[src/design/tes_pkg.sv]
package tes_pkg;

   localparam int unsigned ERROR_WIDTH_DEFAULT = 24;
   localparam int unsigned MAX_NOTES_DEFAULT = 65535;
   localparam int unsigned ABS_SUM_WIDTH = 40;
   localparam int unsigned SQ_SUM_WIDTH = 63;
   localparam int unsigned DELTA_SUM_WIDTH = 41;
   localparam int unsigned COUNT_WIDTH = 24;
   localparam int unsigned CORRECT_COUNT_WIDTH = 16;
   localparam int unsigned QUEUE_DEPTH = 4;
   localparam int unsigned QUEUE_PTR_WIDTH = 2;

   typedef enum logic [2:0] {
      ST_IDLE,
      ST_DIV_MEAN,
      ST_DIV_SQ,
      ST_ROOT,
      ST_DIV_CHOP,
      ST_DONE
   } back_state_type;

endpackage

[src/design/timing_error_statistics_unit.sv]
// channel   ports                        direction  transaction
// req       req_push/req_full + fields   in         push && !full
// rsp       rsp_pop/rsp_empty + fields   out        pop && !empty
// csr       csr_valid/csr_ready + data   in         valid && ready
// A note that is not last passes through the queue memory and the back result
// registers; the back end takes a new note once the held result is popped.
// A last note with correct notes runs two 63-step restoring divides and a
// 32-step root, plus a third divide when any pair exists.
// Synchronous active-high reset clears the queue, sums and the back FSM.
// The front stalls only when the 4-entry queue is full; a held result stalls
// the back end.
module timing_error_statistics_unit
   import tes_pkg::*;
#(
   parameter int unsigned ERROR_WIDTH = ERROR_WIDTH_DEFAULT,
   parameter int unsigned MAX_NOTES = MAX_NOTES_DEFAULT
) (
   input  logic                   clock,
   input  logic                   reset,
   input  logic                   req_push,
   output logic                   req_full,
   input  logic [ERROR_WIDTH-1:0] req_timing_error,
   input  logic                   req_note_correct,
   input  logic                   req_last_note,
   input  logic                   csr_valid,
   output logic                   csr_ready,
   input  logic [ERROR_WIDTH-1:0] csr_latency_correction,
   output logic                   rsp_empty,
   input  logic                   rsp_pop,
   output logic [ERROR_WIDTH-1:0] rsp_corrected_error,
   output logic                   rsp_stats_valid,
   output logic [ERROR_WIDTH-1:0] rsp_mean_abs_error,
   output logic [ERROR_WIDTH-1:0] rsp_rms_error,
   output logic [ERROR_WIDTH-1:0] rsp_min_abs_error,
   output logic [ERROR_WIDTH-1:0] rsp_max_abs_error,
   output logic [ERROR_WIDTH-1:0] rsp_choppiness,
   output logic [CORRECT_COUNT_WIDTH-1:0] rsp_correct_count
);

   localparam int unsigned QW = 3*ERROR_WIDTH + 1 + ABS_SUM_WIDTH + SQ_SUM_WIDTH
                                + DELTA_SUM_WIDTH + 2*COUNT_WIDTH;

   logic [ERROR_WIDTH-1:0] lat_ff;
   logic accept, q_full, q_empty, q_pop;
   logic [ERROR_WIDTH-1:0] f_err, f_min, f_max, q_err, q_min, q_max;
   logic [ABS_SUM_WIDTH-1:0] f_abs, q_abs;
   logic [SQ_SUM_WIDTH-1:0] f_sq, q_sq;
   logic [COUNT_WIDTH-1:0] f_cnt, f_dcnt, q_cnt, q_dcnt;
   logic [DELTA_SUM_WIDTH-1:0] f_dsum, q_dsum;
   logic q_last;
   logic [QW-1:0] q_in, q_out;

   assign csr_ready = 1'b1;
   assign req_full = q_full;
   assign accept = req_push && !q_full;

   always_ff @(posedge clock) begin
      if (reset) lat_ff <= '0;
      else if (csr_valid) lat_ff <= csr_latency_correction;
   end

   tes_front #(.ERROR_WIDTH(ERROR_WIDTH), .MAX_NOTES(MAX_NOTES)) u_front (
      .clock(clock), .reset(reset), .accept(accept), .latency(lat_ff),
      .timing_error(req_timing_error), .note_correct(req_note_correct),
      .last_note(req_last_note), .corrected_error(f_err), .abs_sum(f_abs),
      .square_sum(f_sq), .sample_count(f_cnt), .delta_sum(f_dsum),
      .delta_count(f_dcnt), .min_seen(f_min), .max_seen(f_max)
   );

   assign q_in = {f_err, req_last_note, f_abs, f_sq, f_cnt, f_dsum, f_dcnt, f_min, f_max};
   assign {q_err, q_last, q_abs, q_sq, q_cnt, q_dsum, q_dcnt, q_min, q_max} = q_out;

   tes_queue #(.WIDTH(QW)) u_queue (
      .clock(clock), .reset(reset), .push(req_push), .push_data(q_in),
      .full(q_full), .pop(q_pop), .pop_data(q_out), .empty(q_empty)
   );

   tes_back #(.ERROR_WIDTH(ERROR_WIDTH)) u_back (
      .clock(clock), .reset(reset), .q_empty(q_empty), .q_pop(q_pop),
      .q_err(q_err), .q_last(q_last), .q_abs_sum(q_abs), .q_sq_sum(q_sq),
      .q_cnt(q_cnt), .q_dsum(q_dsum), .q_dcnt(q_dcnt), .q_min(q_min),
      .q_max(q_max), .rsp_empty(rsp_empty), .rsp_pop(rsp_pop),
      .rsp_corrected_error(rsp_corrected_error), .rsp_stats_valid(rsp_stats_valid),
      .rsp_mean_abs_error(rsp_mean_abs_error), .rsp_rms_error(rsp_rms_error),
      .rsp_min_abs_error(rsp_min_abs_error), .rsp_max_abs_error(rsp_max_abs_error),
      .rsp_choppiness(rsp_choppiness), .rsp_correct_count(rsp_correct_count)
   );

endmodule

[src/design/tes_front.sv]
module tes_front
   import tes_pkg::*;
#(
   parameter int unsigned ERROR_WIDTH = ERROR_WIDTH_DEFAULT,
   parameter int unsigned MAX_NOTES = MAX_NOTES_DEFAULT
) (
   input  logic                          clock,
   input  logic                          reset,
   input  logic                          accept,
   input  logic signed [ERROR_WIDTH-1:0] latency,
   input  logic signed [ERROR_WIDTH-1:0] timing_error,
   input  logic                          note_correct,
   input  logic                          last_note,
   output logic signed [ERROR_WIDTH-1:0] corrected_error,
   output logic [ABS_SUM_WIDTH-1:0]      abs_sum,
   output logic [SQ_SUM_WIDTH-1:0]       square_sum,
   output logic [COUNT_WIDTH-1:0]        sample_count,
   output logic [DELTA_SUM_WIDTH-1:0]    delta_sum,
   output logic [COUNT_WIDTH-1:0]        delta_count,
   output logic [ERROR_WIDTH-1:0]        min_seen,
   output logic [ERROR_WIDTH-1:0]        max_seen
);

   localparam logic [COUNT_WIDTH-1:0] CNT_MAX = COUNT_WIDTH'(MAX_NOTES);
   localparam logic signed [ERROR_WIDTH:0] LO =
      -((ERROR_WIDTH+1)'(longint'(1) << (ERROR_WIDTH-1)));
   localparam logic signed [ERROR_WIDTH:0] HI = (ERROR_WIDTH+1)'((1 << (ERROR_WIDTH-1)) - 1);

   logic [ABS_SUM_WIDTH-1:0]   abs_sum_ff, abs_sum_in;
   logic [SQ_SUM_WIDTH-1:0]    sq_sum_ff, sq_sum_in;
   logic [COUNT_WIDTH-1:0]     cnt_ff, cnt_in, dcnt_ff, dcnt_in;
   logic [DELTA_SUM_WIDTH-1:0] dsum_ff, dsum_in;
   logic [ERROR_WIDTH-1:0]     min_ff, min_in, max_ff, max_in;
   logic                       prev_ok_ff, prev_ok_in;
   logic signed [ERROR_WIDTH-1:0] prev_err_ff, prev_err_in;

   logic signed [ERROR_WIDTH:0]   diff, diff_sat, dlt;
   logic signed [ERROR_WIDTH-1:0] err;
   logic [ERROR_WIDTH-1:0]        mag, dmag;
   logic [2*ERROR_WIDTH-1:0]      sq;
   logic [ABS_SUM_WIDTH:0]        abs_add;
   logic [SQ_SUM_WIDTH:0]         sq_add;
   logic [DELTA_SUM_WIDTH:0]      d_add;

   always_comb begin
      diff = (ERROR_WIDTH+1)'(timing_error) - (ERROR_WIDTH+1)'(latency);
      diff_sat = diff;
      if (diff < LO) diff_sat = LO;
      if (diff > HI) diff_sat = HI;
      err = note_correct ? diff_sat[ERROR_WIDTH-1:0] : timing_error;
      mag = err[ERROR_WIDTH-1] ? ERROR_WIDTH'(-err) : ERROR_WIDTH'(err);
      sq = mag * mag;
      dlt = (ERROR_WIDTH+1)'(err) - (ERROR_WIDTH+1)'(prev_err_ff);
      dmag = dlt[ERROR_WIDTH] ? ERROR_WIDTH'(-dlt) : ERROR_WIDTH'(dlt);
      abs_add = {1'b0, abs_sum_ff} + (ABS_SUM_WIDTH+1)'(mag);
      sq_add = {1'b0, sq_sum_ff} + (SQ_SUM_WIDTH+1)'(sq);
      d_add = {1'b0, dsum_ff} + (DELTA_SUM_WIDTH+1)'(dmag);
      corrected_error = err;
      abs_sum = abs_add[ABS_SUM_WIDTH] ? '1 : abs_add[ABS_SUM_WIDTH-1:0];
      square_sum = sq_add[SQ_SUM_WIDTH] ? '1 : sq_add[SQ_SUM_WIDTH-1:0];
      sample_count = (cnt_ff < CNT_MAX) ? cnt_ff + 1'b1 : cnt_ff;
      min_seen = (mag < min_ff) ? mag : min_ff;
      max_seen = (mag > max_ff) ? mag : max_ff;
      delta_sum = dsum_ff;
      delta_count = dcnt_ff;
      if (prev_ok_ff) begin
         delta_sum = d_add[DELTA_SUM_WIDTH] ? '1 : d_add[DELTA_SUM_WIDTH-1:0];
         delta_count = (dcnt_ff < CNT_MAX) ? dcnt_ff + 1'b1 : dcnt_ff;
      end
      if (!note_correct) begin
         abs_sum = abs_sum_ff;
         square_sum = sq_sum_ff;
         sample_count = cnt_ff;
         min_seen = min_ff;
         max_seen = max_ff;
         delta_sum = dsum_ff;
         delta_count = dcnt_ff;
      end
      abs_sum_in = abs_sum;
      sq_sum_in = square_sum;
      cnt_in = sample_count;
      dsum_in = delta_sum;
      dcnt_in = delta_count;
      min_in = min_seen;
      max_in = max_seen;
      prev_ok_in = note_correct;
      prev_err_in = err;
      if (last_note) begin
         abs_sum_in = '0;
         sq_sum_in = '0;
         cnt_in = '0;
         dsum_in = '0;
         dcnt_in = '0;
         min_in = '1;
         max_in = '0;
         prev_ok_in = 1'b0;
         prev_err_in = '0;
      end
   end

   always_ff @(posedge clock) begin
      if (reset) begin
         abs_sum_ff <= '0;
         sq_sum_ff <= '0;
         cnt_ff <= '0;
         dsum_ff <= '0;
         dcnt_ff <= '0;
         min_ff <= '1;
         max_ff <= '0;
         prev_ok_ff <= 1'b0;
         prev_err_ff <= '0;
      end else if (accept) begin
         abs_sum_ff <= abs_sum_in;
         sq_sum_ff <= sq_sum_in;
         cnt_ff <= cnt_in;
         dsum_ff <= dsum_in;
         dcnt_ff <= dcnt_in;
         min_ff <= min_in;
         max_ff <= max_in;
         prev_ok_ff <= prev_ok_in;
         prev_err_ff <= prev_err_in;
      end
   end

endmodule

[src/design/tes_queue.sv]
module tes_queue
   import tes_pkg::*;
#(
   parameter int unsigned WIDTH = 8
) (
   input  logic             clock,
   input  logic             reset,
   input  logic             push,
   input  logic [WIDTH-1:0] push_data,
   output logic             full,
   input  logic             pop,
   output logic [WIDTH-1:0] pop_data,
   output logic             empty
);

   logic [WIDTH-1:0] mem_ff [QUEUE_DEPTH];
   logic [QUEUE_PTR_WIDTH-1:0] wr_ff, rd_ff;
   logic [QUEUE_PTR_WIDTH:0]   cnt_ff;
   logic do_push, do_pop;

   assign full = cnt_ff == (QUEUE_PTR_WIDTH+1)'(QUEUE_DEPTH);
   assign empty = cnt_ff == '0;
   assign do_push = push && !full;
   assign do_pop = pop && !empty;
   assign pop_data = mem_ff[rd_ff];

   always_ff @(posedge clock) begin
      if (do_push) mem_ff[wr_ff] <= push_data;
   end

   always_ff @(posedge clock) begin
      if (reset) begin
         wr_ff <= '0;
         rd_ff <= '0;
         cnt_ff <= '0;
      end else begin
         if (do_push) wr_ff <= wr_ff + 1'b1;
         if (do_pop) rd_ff <= rd_ff + 1'b1;
         cnt_ff <= cnt_ff + (QUEUE_PTR_WIDTH+1)'(do_push) - (QUEUE_PTR_WIDTH+1)'(do_pop);
      end
   end

endmodule

[src/design/tes_back.sv]
module tes_back
   import tes_pkg::*;
#(
   parameter int unsigned ERROR_WIDTH = ERROR_WIDTH_DEFAULT
) (
   input  logic                       clock,
   input  logic                       reset,
   input  logic                       q_empty,
   output logic                       q_pop,
   input  logic [ERROR_WIDTH-1:0]     q_err,
   input  logic                       q_last,
   input  logic [ABS_SUM_WIDTH-1:0]   q_abs_sum,
   input  logic [SQ_SUM_WIDTH-1:0]    q_sq_sum,
   input  logic [COUNT_WIDTH-1:0]     q_cnt,
   input  logic [DELTA_SUM_WIDTH-1:0] q_dsum,
   input  logic [COUNT_WIDTH-1:0]     q_dcnt,
   input  logic [ERROR_WIDTH-1:0]     q_min,
   input  logic [ERROR_WIDTH-1:0]     q_max,
   output logic                       rsp_empty,
   input  logic                       rsp_pop,
   output logic [ERROR_WIDTH-1:0]     rsp_corrected_error,
   output logic                       rsp_stats_valid,
   output logic [ERROR_WIDTH-1:0]     rsp_mean_abs_error,
   output logic [ERROR_WIDTH-1:0]     rsp_rms_error,
   output logic [ERROR_WIDTH-1:0]     rsp_min_abs_error,
   output logic [ERROR_WIDTH-1:0]     rsp_max_abs_error,
   output logic [ERROR_WIDTH-1:0]     rsp_choppiness,
   output logic [CORRECT_COUNT_WIDTH-1:0] rsp_correct_count
);

   localparam int unsigned DW = SQ_SUM_WIDTH;
   localparam int unsigned DCW = $clog2(DW + 1);
   localparam int unsigned RW = 32;
   localparam int unsigned RCW = 5;
   localparam logic [DW-1:0] EHALF = DW'(1) << (ERROR_WIDTH-1);
   localparam logic [DW-1:0] EMASK = (DW'(1) << ERROR_WIDTH) - 1'b1;

   back_state_type state_ff, state_in;
   logic [DW-1:0]  num_ff, num_in;
   logic [DW-1:0]  quo_ff, quo_in;
   logic [COUNT_WIDTH:0] rem_ff, rem_in;
   logic [DCW-1:0] step_ff, step_in;
   logic [DW:0]    rv_ff, rv_in;
   logic [RW-1:0]  root_ff, root_in;
   logic [RW+1:0]  rrem_ff, rrem_in;
   logic [RCW-1:0] rstep_ff, rstep_in;
   logic           full_ff, full_in;
   logic [ERROR_WIDTH-1:0] err_ff, err_in, mean_ff, mean_in, rms_ff, rms_in;
   logic [ERROR_WIDTH-1:0] chop_ff, chop_in, min_ff, min_in, max_ff, max_in;
   logic [ERROR_WIDTH-1:0] omin_ff, omin_in, omax_ff, omax_in;
   logic [COUNT_WIDTH-1:0] cnt_ff, cnt_in, dcnt_ff, dcnt_in;
   logic [DELTA_SUM_WIDTH-1:0] dsum_ff, dsum_in;
   logic [SQ_SUM_WIDTH-1:0] sq_ff, sq_in;
   logic           sv_ff, sv_in;

   logic [COUNT_WIDTH:0] rshift, rsub;
   logic [RW+1:0] rtrial, rcur;
   logic          start, finish;

   assign rsp_empty = !full_ff;
   assign rsp_corrected_error = err_ff;
   assign rsp_stats_valid = sv_ff;
   assign rsp_mean_abs_error = mean_ff;
   assign rsp_rms_error = rms_ff;
   assign rsp_min_abs_error = omin_ff;
   assign rsp_max_abs_error = omax_ff;
   assign rsp_choppiness = chop_ff;
   assign rsp_correct_count = (cnt_ff > COUNT_WIDTH'(16'hFFFF)) ? 16'hFFFF
                                                                  : cnt_ff[15:0];

   always_comb begin
      state_in = state_ff;
      case (state_ff)
         ST_IDLE:     if (start && q_last && q_cnt != '0) state_in = ST_DIV_MEAN;
         ST_DIV_MEAN: if (step_ff == '0) state_in = ST_DIV_SQ;
         ST_DIV_SQ:   if (step_ff == '0) state_in = ST_ROOT;
         ST_ROOT:     if (rstep_ff == '0) state_in = (dcnt_ff != '0) ? ST_DIV_CHOP : ST_DONE;
         ST_DIV_CHOP: if (step_ff == '0) state_in = ST_DONE;
         ST_DONE:     state_in = ST_IDLE;
         default:     state_in = ST_IDLE;
      endcase
   end

   always_comb begin
      start = !q_empty && !full_ff && state_ff == ST_IDLE;
      q_pop = start;
      finish = (state_ff == ST_DONE);
      rshift = {rem_ff[COUNT_WIDTH-1:0], num_ff[DW-1]};
      rsub = rshift - {1'b0, (state_ff == ST_DIV_CHOP) ? dcnt_ff : cnt_ff};
      rcur = {rrem_ff[RW-1:0], rv_ff[DW -: 2]};
      rtrial = rcur - {root_ff, 2'b01};
      num_in = num_ff;
      quo_in = quo_ff;
      rem_in = rem_ff;
      step_in = step_ff;
      rv_in = rv_ff;
      root_in = root_ff;
      rrem_in = rrem_ff;
      rstep_in = rstep_ff;
      full_in = full_ff;
      err_in = err_ff;
      mean_in = mean_ff;
      rms_in = rms_ff;
      chop_in = chop_ff;
      min_in = min_ff;
      max_in = max_ff;
      omin_in = omin_ff;
      omax_in = omax_ff;
      cnt_in = cnt_ff;
      dcnt_in = dcnt_ff;
      dsum_in = dsum_ff;
      sq_in = sq_ff;
      sv_in = sv_ff;
      if (rsp_pop && full_ff) full_in = 1'b0;
      if (start) begin
         err_in = q_err;
         sv_in = q_last;
         mean_in = '0;
         rms_in = '0;
         chop_in = '0;
         omin_in = '0;
         omax_in = '0;
         min_in = q_min;
         max_in = q_max;
         cnt_in = q_last ? q_cnt : '0;
         dcnt_in = q_dcnt;
         dsum_in = q_dsum;
         sq_in = q_sq_sum;
         num_in = DW'(q_abs_sum);
         quo_in = '0;
         rem_in = '0;
         step_in = DCW'(DW - 1);
         if (!(q_last && q_cnt != '0)) full_in = 1'b1;
      end
      if (state_ff == ST_DIV_MEAN || state_ff == ST_DIV_SQ || state_ff == ST_DIV_CHOP) begin
         num_in = num_ff << 1;
         if (!rsub[COUNT_WIDTH]) begin
            rem_in = rsub;
            quo_in = {quo_ff[DW-2:0], 1'b1};
         end else begin
            rem_in = rshift;
            quo_in = {quo_ff[DW-2:0], 1'b0};
         end
         step_in = step_ff - 1'b1;
         if (step_ff == '0) begin
            num_in = (state_ff == ST_DIV_MEAN) ? sq_ff : DW'(dsum_ff);
            rem_in = '0;
            step_in = DCW'(DW - 1);
            if (state_ff == ST_DIV_MEAN)
               mean_in = (quo_in > EHALF) ? EHALF[ERROR_WIDTH-1:0] : quo_in[ERROR_WIDTH-1:0];
            if (state_ff == ST_DIV_SQ) begin
               rv_in = {1'b0, quo_in};
               root_in = '0;
               rrem_in = '0;
               rstep_in = '1;
            end
            if (state_ff == ST_DIV_CHOP)
               chop_in = (quo_in > EMASK) ? EMASK[ERROR_WIDTH-1:0] : quo_in[ERROR_WIDTH-1:0];
            quo_in = '0;
         end
      end
      if (state_ff == ST_ROOT) begin
         // quotient zero-extended to 64 bits gives 32 root digit pairs
         rv_in = rv_ff << 2;
         if (!rtrial[RW+1]) begin
            rrem_in = rtrial;
            root_in = {root_ff[RW-2:0], 1'b1};
         end else begin
            rrem_in = rcur;
            root_in = {root_ff[RW-2:0], 1'b0};
         end
         rstep_in = rstep_ff - 1'b1;
         if (rstep_ff == '0)
            rms_in = (DW'(root_in) > EHALF) ? EHALF[ERROR_WIDTH-1:0]
                                             : root_in[ERROR_WIDTH-1:0];
      end
      if (finish) begin
         omin_in = min_ff;
         omax_in = max_ff;
         full_in = 1'b1;
      end
   end

   always_ff @(posedge clock) begin
      if (reset) begin
         state_ff <= ST_IDLE;
         full_ff <= 1'b0;
      end else begin
         state_ff <= state_in;
         full_ff <= full_in;
      end
   end

   always_ff @(posedge clock) begin
      num_ff <= num_in;
      quo_ff <= quo_in;
      rem_ff <= rem_in;
      step_ff <= step_in;
      rv_ff <= rv_in;
      root_ff <= root_in;
      rrem_ff <= rrem_in;
      rstep_ff <= rstep_in;
      err_ff <= err_in;
      mean_ff <= mean_in;
      rms_ff <= rms_in;
      chop_ff <= chop_in;
      min_ff <= min_in;
      max_ff <= max_in;
      omin_ff <= omin_in;
      omax_ff <= omax_in;
      cnt_ff <= cnt_in;
      dcnt_ff <= dcnt_in;
      dsum_ff <= dsum_in;
      sq_ff <= sq_in;
      sv_ff <= sv_in;
   end

endmodule

[config.mk]
export PLATFORM = sky130hd
export DESIGN_NAME = timing_error_statistics_unit
export DESIGN_NICKNAME = d
export VERILOG_FILES = /design/src/design/tes_pkg.sv /design/src/design/timing_error_statistics_unit.sv /design/src/design/tes_front.sv /design/src/design/tes_queue.sv /design/src/design/tes_back.sv
export SDC_FILE = /design/constraint.sdc
export NUM_CORES = 2
export LEC_CHECK = 0
export ABC_AREA = 0
export BUFFER_PORTS_ARGS = -buffer_cell sky130_fd_sc_hd__buf_4
export CORE_UTILIZATION = 45
export DETAILED_ROUTE_END_ITERATION = 8
export GPL_ROUTABILITY_DRIVEN = 0
export SYNTH_ARGS = -nofsm -noshare
export SYNTH_HDL_FRONTEND = slang
export SYNTH_HIERARCHICAL = 1
export SYNTH_SLANG_ARGS = --single-unit
[constraint.sdc]
create_clock -name clock -period 34.9 [get_ports clock]
set_input_delay 1.745 -clock clock [delete_from_list [all_inputs] [get_ports clock]]
set_output_delay 1.745 -clock clock [all_outputs]
set_load 0.005 [all_outputs]
## After elaboration in Yosys (flattened, before gate mapping)

Memory sizes are Yosys's and may differ from the RTL's. A register that Yosys moved wholly into a read port is not among the register bits.
Cells that the tools add are included.

- Bits in registers: 933
- RAM bits: 1060
- Input port bits: 55
- Output and inout port bits: 164
- Logic and storage cells: 203
- Memories kept: 1

- Add/subtract/negate cells: 17
- Multipliers: 1
- Order comparisons: 10
- Eq/ne operators: 11
- Multiplexer cells: 99
- Reduce and logical (&&, ||, !) cells: 27

Memory list:

| name | depth | bits a word | read ports | clocked after memory_dff | wr ports | RTL line | text |
|---|---|---|---|---|---|---|---|
| u_queue.mem_ff | 4 | 265 | 1 | 1 | 1 | tes_queue.sv:16 | `logic [WIDTH-1:0] mem_ff [QUEUE_DEPTH];` |

Operators by type and width:

| cell | count |
|---|---|
| two-way mux 24 bit | 41 |
| two-way mux 63 bit | 8 |
| two-way mux 32 bit | 10 |
| two-way mux 64 bit | 4 |
| two-way mux 62 bit | 3 |
| two-way mux 41 bit | 4 |
| > comparator 63 x 24 -> 1 bit, second input constant | 2 |
| two-way mux 40 bit | 3 |
| adder 63 x 48 -> 64 bit | 1 |
| subtractor 24 x 24 -> 25 bit | 2 |
| adder 24 x 1 -> 24 bit, second input constant | 2 |
| less-than comparator 24 x 16 -> 1 bit, second input constant | 2 |
| multiplier 24 x 24 -> 48 bit | 1 |
| negator 24 bit | 2 |
| nonzero test 24 bit | 2 |
| adder 41 x 24 -> 42 bit | 1 |
| adder 40 x 24 -> 41 bit | 1 |
| subtractor 34 bit | 1 |
| > comparator 32 x 24 -> 1 bit, second input constant | 1 |
| > comparator 25 x 24 -> 1 bit, second input constant | 1 |
| less-than comparator 25 x 24 -> 1 bit, second input constant | 1 |
| subtractor 25 x 24 -> 25 bit | 1 |
| > comparator 24 x 16 -> 1 bit, second input constant | 1 |
| > comparator 24 bit | 1 |
| other kinds (27) | 69 |

## Depth between registers and ports, before layout

- Depth after elaboration: 13
- Depth in mapped cells: 55
- Gate-level depth less buffers: 51

## Cells and area by module

Netlist, hierarchy kept.

By module, submodules not included:

| module | instances | cells each | area each (µm²) | sequential area each (µm²) |
|---|---|---|---|---|
| tes_queue | 1 | 1435 | 38956.1 | 32010.7 |
| tes_front | 1 | 4542 | 37339.6 | 5305.1 |
| tes_back | 1 | 2037 | 27183.6 | 18347.6 |
| timing_error_statistics_unit | 1 | 80 | 887.1 | 480.5 |

## Least setup slack after synthesis

OpenSTA, ideal clock, no wires.

- Path kind: input to register
- Start: input port req_timing_error[1]
- End: memory u_queue/mem_ff[0][194] (netlist bit) (data pin)
- Setup time: 0.266 ns
- Arrival time: 13.300 ns
- Required time: 34.634 ns
- Path slack: 21.334 ns
- Stages on the path: 45
- Buffers on the path: 2
- Cells stage by stage: ha_1 -> nor2b_1 -> o31ai_1 -> a21oi_1 -> o31a_1 -> o211ai_1 -> a21oi_1 -> o311ai_0 -> o21ai_1 -> inv_1 -> clkbuf_1 -> ha_1 -> nand2_1 -> nor4_1 -> and2_1 -> a21o_1 -> xor2_2 -> clkinv_1 -> [9 not listed] -> fa_1 -> fa_1 -> inv_1 -> fa_1 -> inv_1 -> ha_1 -> nand2_1 -> nor3_1 -> and3_1 -> a221oi_1 -> nand2_1 -> a41oi_1 -> o31ai_1 -> a211oi_1 -> o31ai_1 -> nor3b_1 -> and3_1 -> mux2_2

- Longest elaborated chain between the ends: 11
- Elaborated cells between the ends (all ways): 12
- Classes of those cells: add/sub (3); mul (1); order compare (2); mux (6)

Ends and longest elaborated chain:

| item | RTL line | text |
|---|---|---|
| from (decl) | timing_error_statistics_unit.sv:22 | `input logic [ERROR_WIDTH-1:0] req_timing_error,` |
| subtractor 24 x 24 -> 25 bit | tes_front.sv:46 | `diff = (ERROR_WIDTH+1)'(timing_error) - (ERROR_WIDTH+1)'(latency);` |
| less-than comparator 25 x 24 -> 1 bit | tes_front.sv:48 | `if (diff < LO) diff_sat = LO;` |
| two-way mux 24 bit | tes_front.sv:48 |  |
| two-way mux 24 bit | tes_front.sv:49 | `if (diff > HI) diff_sat = HI;` |
| two-way mux 24 bit * | tes_front.sv:50 | `err = note_correct ? diff_sat[ERROR_WIDTH-1:0] : timing_error;` |
| negator 24 bit | tes_front.sv:51 | `mag = err[ERROR_WIDTH-1] ? ERROR_WIDTH'(-err) : ERROR_WIDTH'(err);` |
| two-way mux 24 bit * | tes_front.sv:51 |  |
| multiplier 24 x 24 -> 48 bit * | tes_front.sv:52 | `sq = mag * mag;` |
| adder 63 x 48 -> 64 bit * | tes_front.sv:56 | `sq_add = {1'b0, sq_sum_ff} + (SQ_SUM_WIDTH+1)'(sq);` |
| two-way mux 63 bit * | tes_front.sv:60 | `square_sum = sq_add[SQ_SUM_WIDTH] ? '1 : sq_add[SQ_SUM_WIDTH-1:0];` |
| two-way mux 63 bit * | tes_front.sv:70 | `if (!note_correct) begin` |
| net f_sq[57] | timing_error_statistics_unit.sv:47 | `logic [SQ_SUM_WIDTH-1:0] f_sq, q_sq;` |
| to (decl) | tes_queue.sv:16 |  |

The timed path passes the listed nets; every way through them passes the cells marked *.

## Worst setup path after layout

- Start: input port req_timing_error[1]
- End: register u_front.sq_sum_ff[36]

- Longest elaborated chain between the ends: 12
- Elaborated cells between the ends (all ways): 13
- Classes of those cells: add/sub (3); mul (1); order compare (2); mux (7)

Ends and longest elaborated chain:

| item | RTL line | text |
|---|---|---|
| subtractor 24 x 24 -> 25 bit * | tes_front.sv:46 |  |
| less-than comparator 25 x 24 -> 1 bit | tes_front.sv:48 |  |
| two-way mux 24 bit | tes_front.sv:48 |  |
| two-way mux 24 bit * | tes_front.sv:49 |  |
| two-way mux 24 bit * | tes_front.sv:50 |  |
| net f_err[3] | timing_error_statistics_unit.sv:45 | `logic [ERROR_WIDTH-1:0] f_err, f_min, f_max, q_err, q_min, q_max;` |
| negator 24 bit | tes_front.sv:51 |  |
| two-way mux 24 bit * | tes_front.sv:51 |  |
| multiplier 24 x 24 -> 48 bit * | tes_front.sv:52 |  |
| adder 63 x 48 -> 64 bit * | tes_front.sv:56 |  |
| two-way mux 63 bit * | tes_front.sv:60 |  |
| two-way mux 63 bit * | tes_front.sv:70 |  |
| net f_sq[36] | timing_error_statistics_unit.sv:47 |  |
| two-way mux 63 bit * | tes_front.sv:88 | `if (last_note) begin` |
| to (signal assigned) | tes_front.sv:114 | `sq_sum_ff <= sq_sum_in;` |
| to (decl) | tes_front.sv:30 | `logic [SQ_SUM_WIDTH-1:0] sq_sum_ff, sq_sum_in;` |

Marks and branches as above.
A chain may end at the register's enable or synchronous reset.

==> metrics.txt <==
outcome=completed; Max stage delay on crit path=1.00 ns; Fin. Hold Viols=0; # nets final=9210; Post-CTS Setup Bufs=0; clock slew at reported path FFs=0.06 ns; initial antenna violation count=5; Vias=64565; Slew @ Worst Pin=1.201 ns; vias in the first global route=66007; Post-synth EDFFs=1619; pin count of the biggest net entering global routing=125; synthesized area=104400 sq um; reg2reg end=u_front/sq_sum_ff[36]$_SDFFE_PP0P_; Worst Path Arrival=17.23 ns; initial DRC count=5123; Tcrit/Tclk final=47.38%; CP max stage cell=clkinv_1; RR Startpoint=lat_ff[1]$_SDFFE_PP0P_; row count=176; post-synth cell types=115; # IOs=219; syn_area_per_cell=12.89 sq um; Setup TNS Final=0 ns; Slew Viols, Final=0; Antenna Nets Post-Route=0; Crit. End Element=flop; Max clock buf depth=3; routed vias/inst=5.612; crit path kind=in2reg; synthesized flop and latch total=1995; first-pass GRT wire length=396.5 mm; Synth Flop Type=edfxtp_1; CTS Buf Count=207; chip height=483.6 microns; R2R depth=48; hold depth=2; Total GRT Usage=22.03%; share of cells above drive strength 1=12.41%; Hold Path Origin=u_front/sq_sum_ff[59]$_SDFFE_PP0P_; first drt pass iteration count=8; data required time at the worst endpoint=35.59 ns; die area=233900 sq um; achievable frequency=0.06047 GHz; number of max-cap violations=0; FF-to-FF setup slack=18.92 ns; WL per Instance=22.45 microns; clk sinks=1995; hold endpoint=u_front/sq_sum_ff[59]$_SDFFE_PP0P_; Starting Density=45.31%; Gates resized, CTS repair=0; TritonCTS clock tree=built; depth of the CTS H-tree=4; relative slew slack=19.90%; Clock Latency Late Sink=0.87 ns; DRC=0; area grow syn2layout=11.25%; gr ovfl total=0; Seq/Total Area, Yosys=53.79%; hold_buf cts=0; Hold Path Class=reg2reg; ys async rst share=0%; RSZ-0062 raised after global routing=no; CTS root buffer=clkbuf_16; Max Fanout on Critical Path=37; synthesized instance count=8094; dpl hpwl=172.1 mm; Finish-stage setup viols=0; Final Critical Period=16.54 ns; port bufs=217; Total Wirelength=258.3 mm; Die Wd=483.6 microns; core area=230300 sq um; YS warnings=6; CP Launch Type=primary input; clock skew=0.07235 ns
-- stage by stage --
step / hold WS, ns / cells / util [%] / worst slack, ns / instance area, sq um
final: 0.4668 / 11505 / 50.41 / 18.36 / 116100
after global routing: 0.4834 / 11501 / 50.40 / 17.52 / 116100
after CTS: 0.4681 / 11500 / 50.40 / 18.50 / 116100
after detailed placement: 0.4584 / 11106 / 47.38 / 17.71 / 109100
after global placement: 0.4473 / 11106 / 47.38 / 17.96 / 109100
after floorplan: 0.4357 / 8112 / - / 21.33 / 104400
-- cell usage after synthesis, drive strengths merged, types with 93 or more instances --
cell type  instances  share of area [%]
clkbuf           268               0.97
nand3             94               0.46
dfxtp            376                7.2
mux2i            163                1.6
mux4             265                5.7
nor2             645                2.3
xnor2            191                1.6
and3              93               0.56
nand2            477                1.7
o21ai            236                1.1
a22o             213                1.8
inv              919                3.3
and2             141               0.85
buf              105               0.90
edfxtp          1619                 47
a21oi            338                1.6
fa               482                9.2
ha               384                4.6
-- worst max-delay path: cells and delay by family --
family                     cells  cell delay, ns
muxes                          1            0.39
and+or+nand+nor               10            3.45
buffers and inverters         10            2.00
AOI/OAI and AO/OA             17            4.77
adders and majority gates      9            4.22
xor gates and xnor gates       1            0.57
-- flip-flops by register name (all words and copies together), names as in the netlist, 32 cells and up, named ones only --
register            flops
u_back/sq_ff           63
u_front/sq_sum_ff      63
u_back/rv_ff           64
u_back/dsum_ff         41
u_back/root_ff         32
u_queue/mem_ff       1060
u_front/abs_sum_ff     40
u_back/quo_ff          62
u_back/rrem_ff         32
u_front/dsum_ff        41
u_back/num_ff          63
-- layer usage --
metal | vias to the layer above | share of wire [%] | track usage [%]
li1 | 29404 | - | -
met1 | 32872 | 45 | 30.62
met2 | 1876 | 47 | 36.15
met3 | 411 | 5.5 | 3.114
met4 | 2 | 2.6 | 5.965
met5 | - | 0.0050 | 0
-- logic make-up (layout without fill, tap and decap cells) --
family                     Yosys count  after routing  synth area share [%]
and+or+nand+nor                   1805           1805                 8.074
DFF                               1995           1995                 53.79
buffers and inverters             1298           1660                 5.195
xor gates and xnor gates           282            282                 2.392
other                                3             26               0.01079
muxes                              452            452                 7.541
AOI/OAI and AO/OA                 1385           1385                 9.066
adders and majority gates          874            874                 13.93
-- area by class of cell --
type                       instances  area, sq um
fill                           19825       114200
inverter                         925         3481
clock inverter                   104         1182
tap                             3026         3786
antenna                            5        12.51
clock buffer                     290         5774
multi-input combinational       4819        43090
timing repair buffer             341         2626
sequential                      1995        56150
-- placed cells by master, fill, tap and decap left out, drive strengths merged, types with 91 or more instances in the layout --
cell type  count
mux4         265
fa           482
nand3         94
ha           384
nand2        477
xor2          91
and3          93
buf          341
a21oi        338
edfxtp      1619
clkbuf       290
and2         141
nor3          92
o21ai        236
inv          925
a22o         213
xnor2        191
dfxtp        376
nor2         645
mux2i        163
-- how the worst max path moves through the flow --
stage	depth (start not counted)	to	start
2_1_floorplan	45	u_queue/mem_ff[0][194]$_DFFE_PP_	req_timing_error[1]
3_5_place_dp	48	u_front/sq_sum_ff[48]$_SDFFE_PP0P_	req_timing_error[1]
4_1_cts	48	u_front/sq_sum_ff[36]$_SDFFE_PP0P_	req_timing_error[1]
6_report	48	u_front/sq_sum_ff[36]$_SDFFE_PP0P_	req_timing_error[1]
5_1_grt	48	u_front/sq_sum_ff[36]$_SDFFE_PP0P_	req_timing_error[1]
3_3_place_gp	48	u_front/sq_sum_ff[37]$_SDFFE_PP0P_	req_timing_error[1]
Power is left out: the tool's default activity adds up to more than one toggle a clock period on the data nets, which glitch-free logic cannot reach.
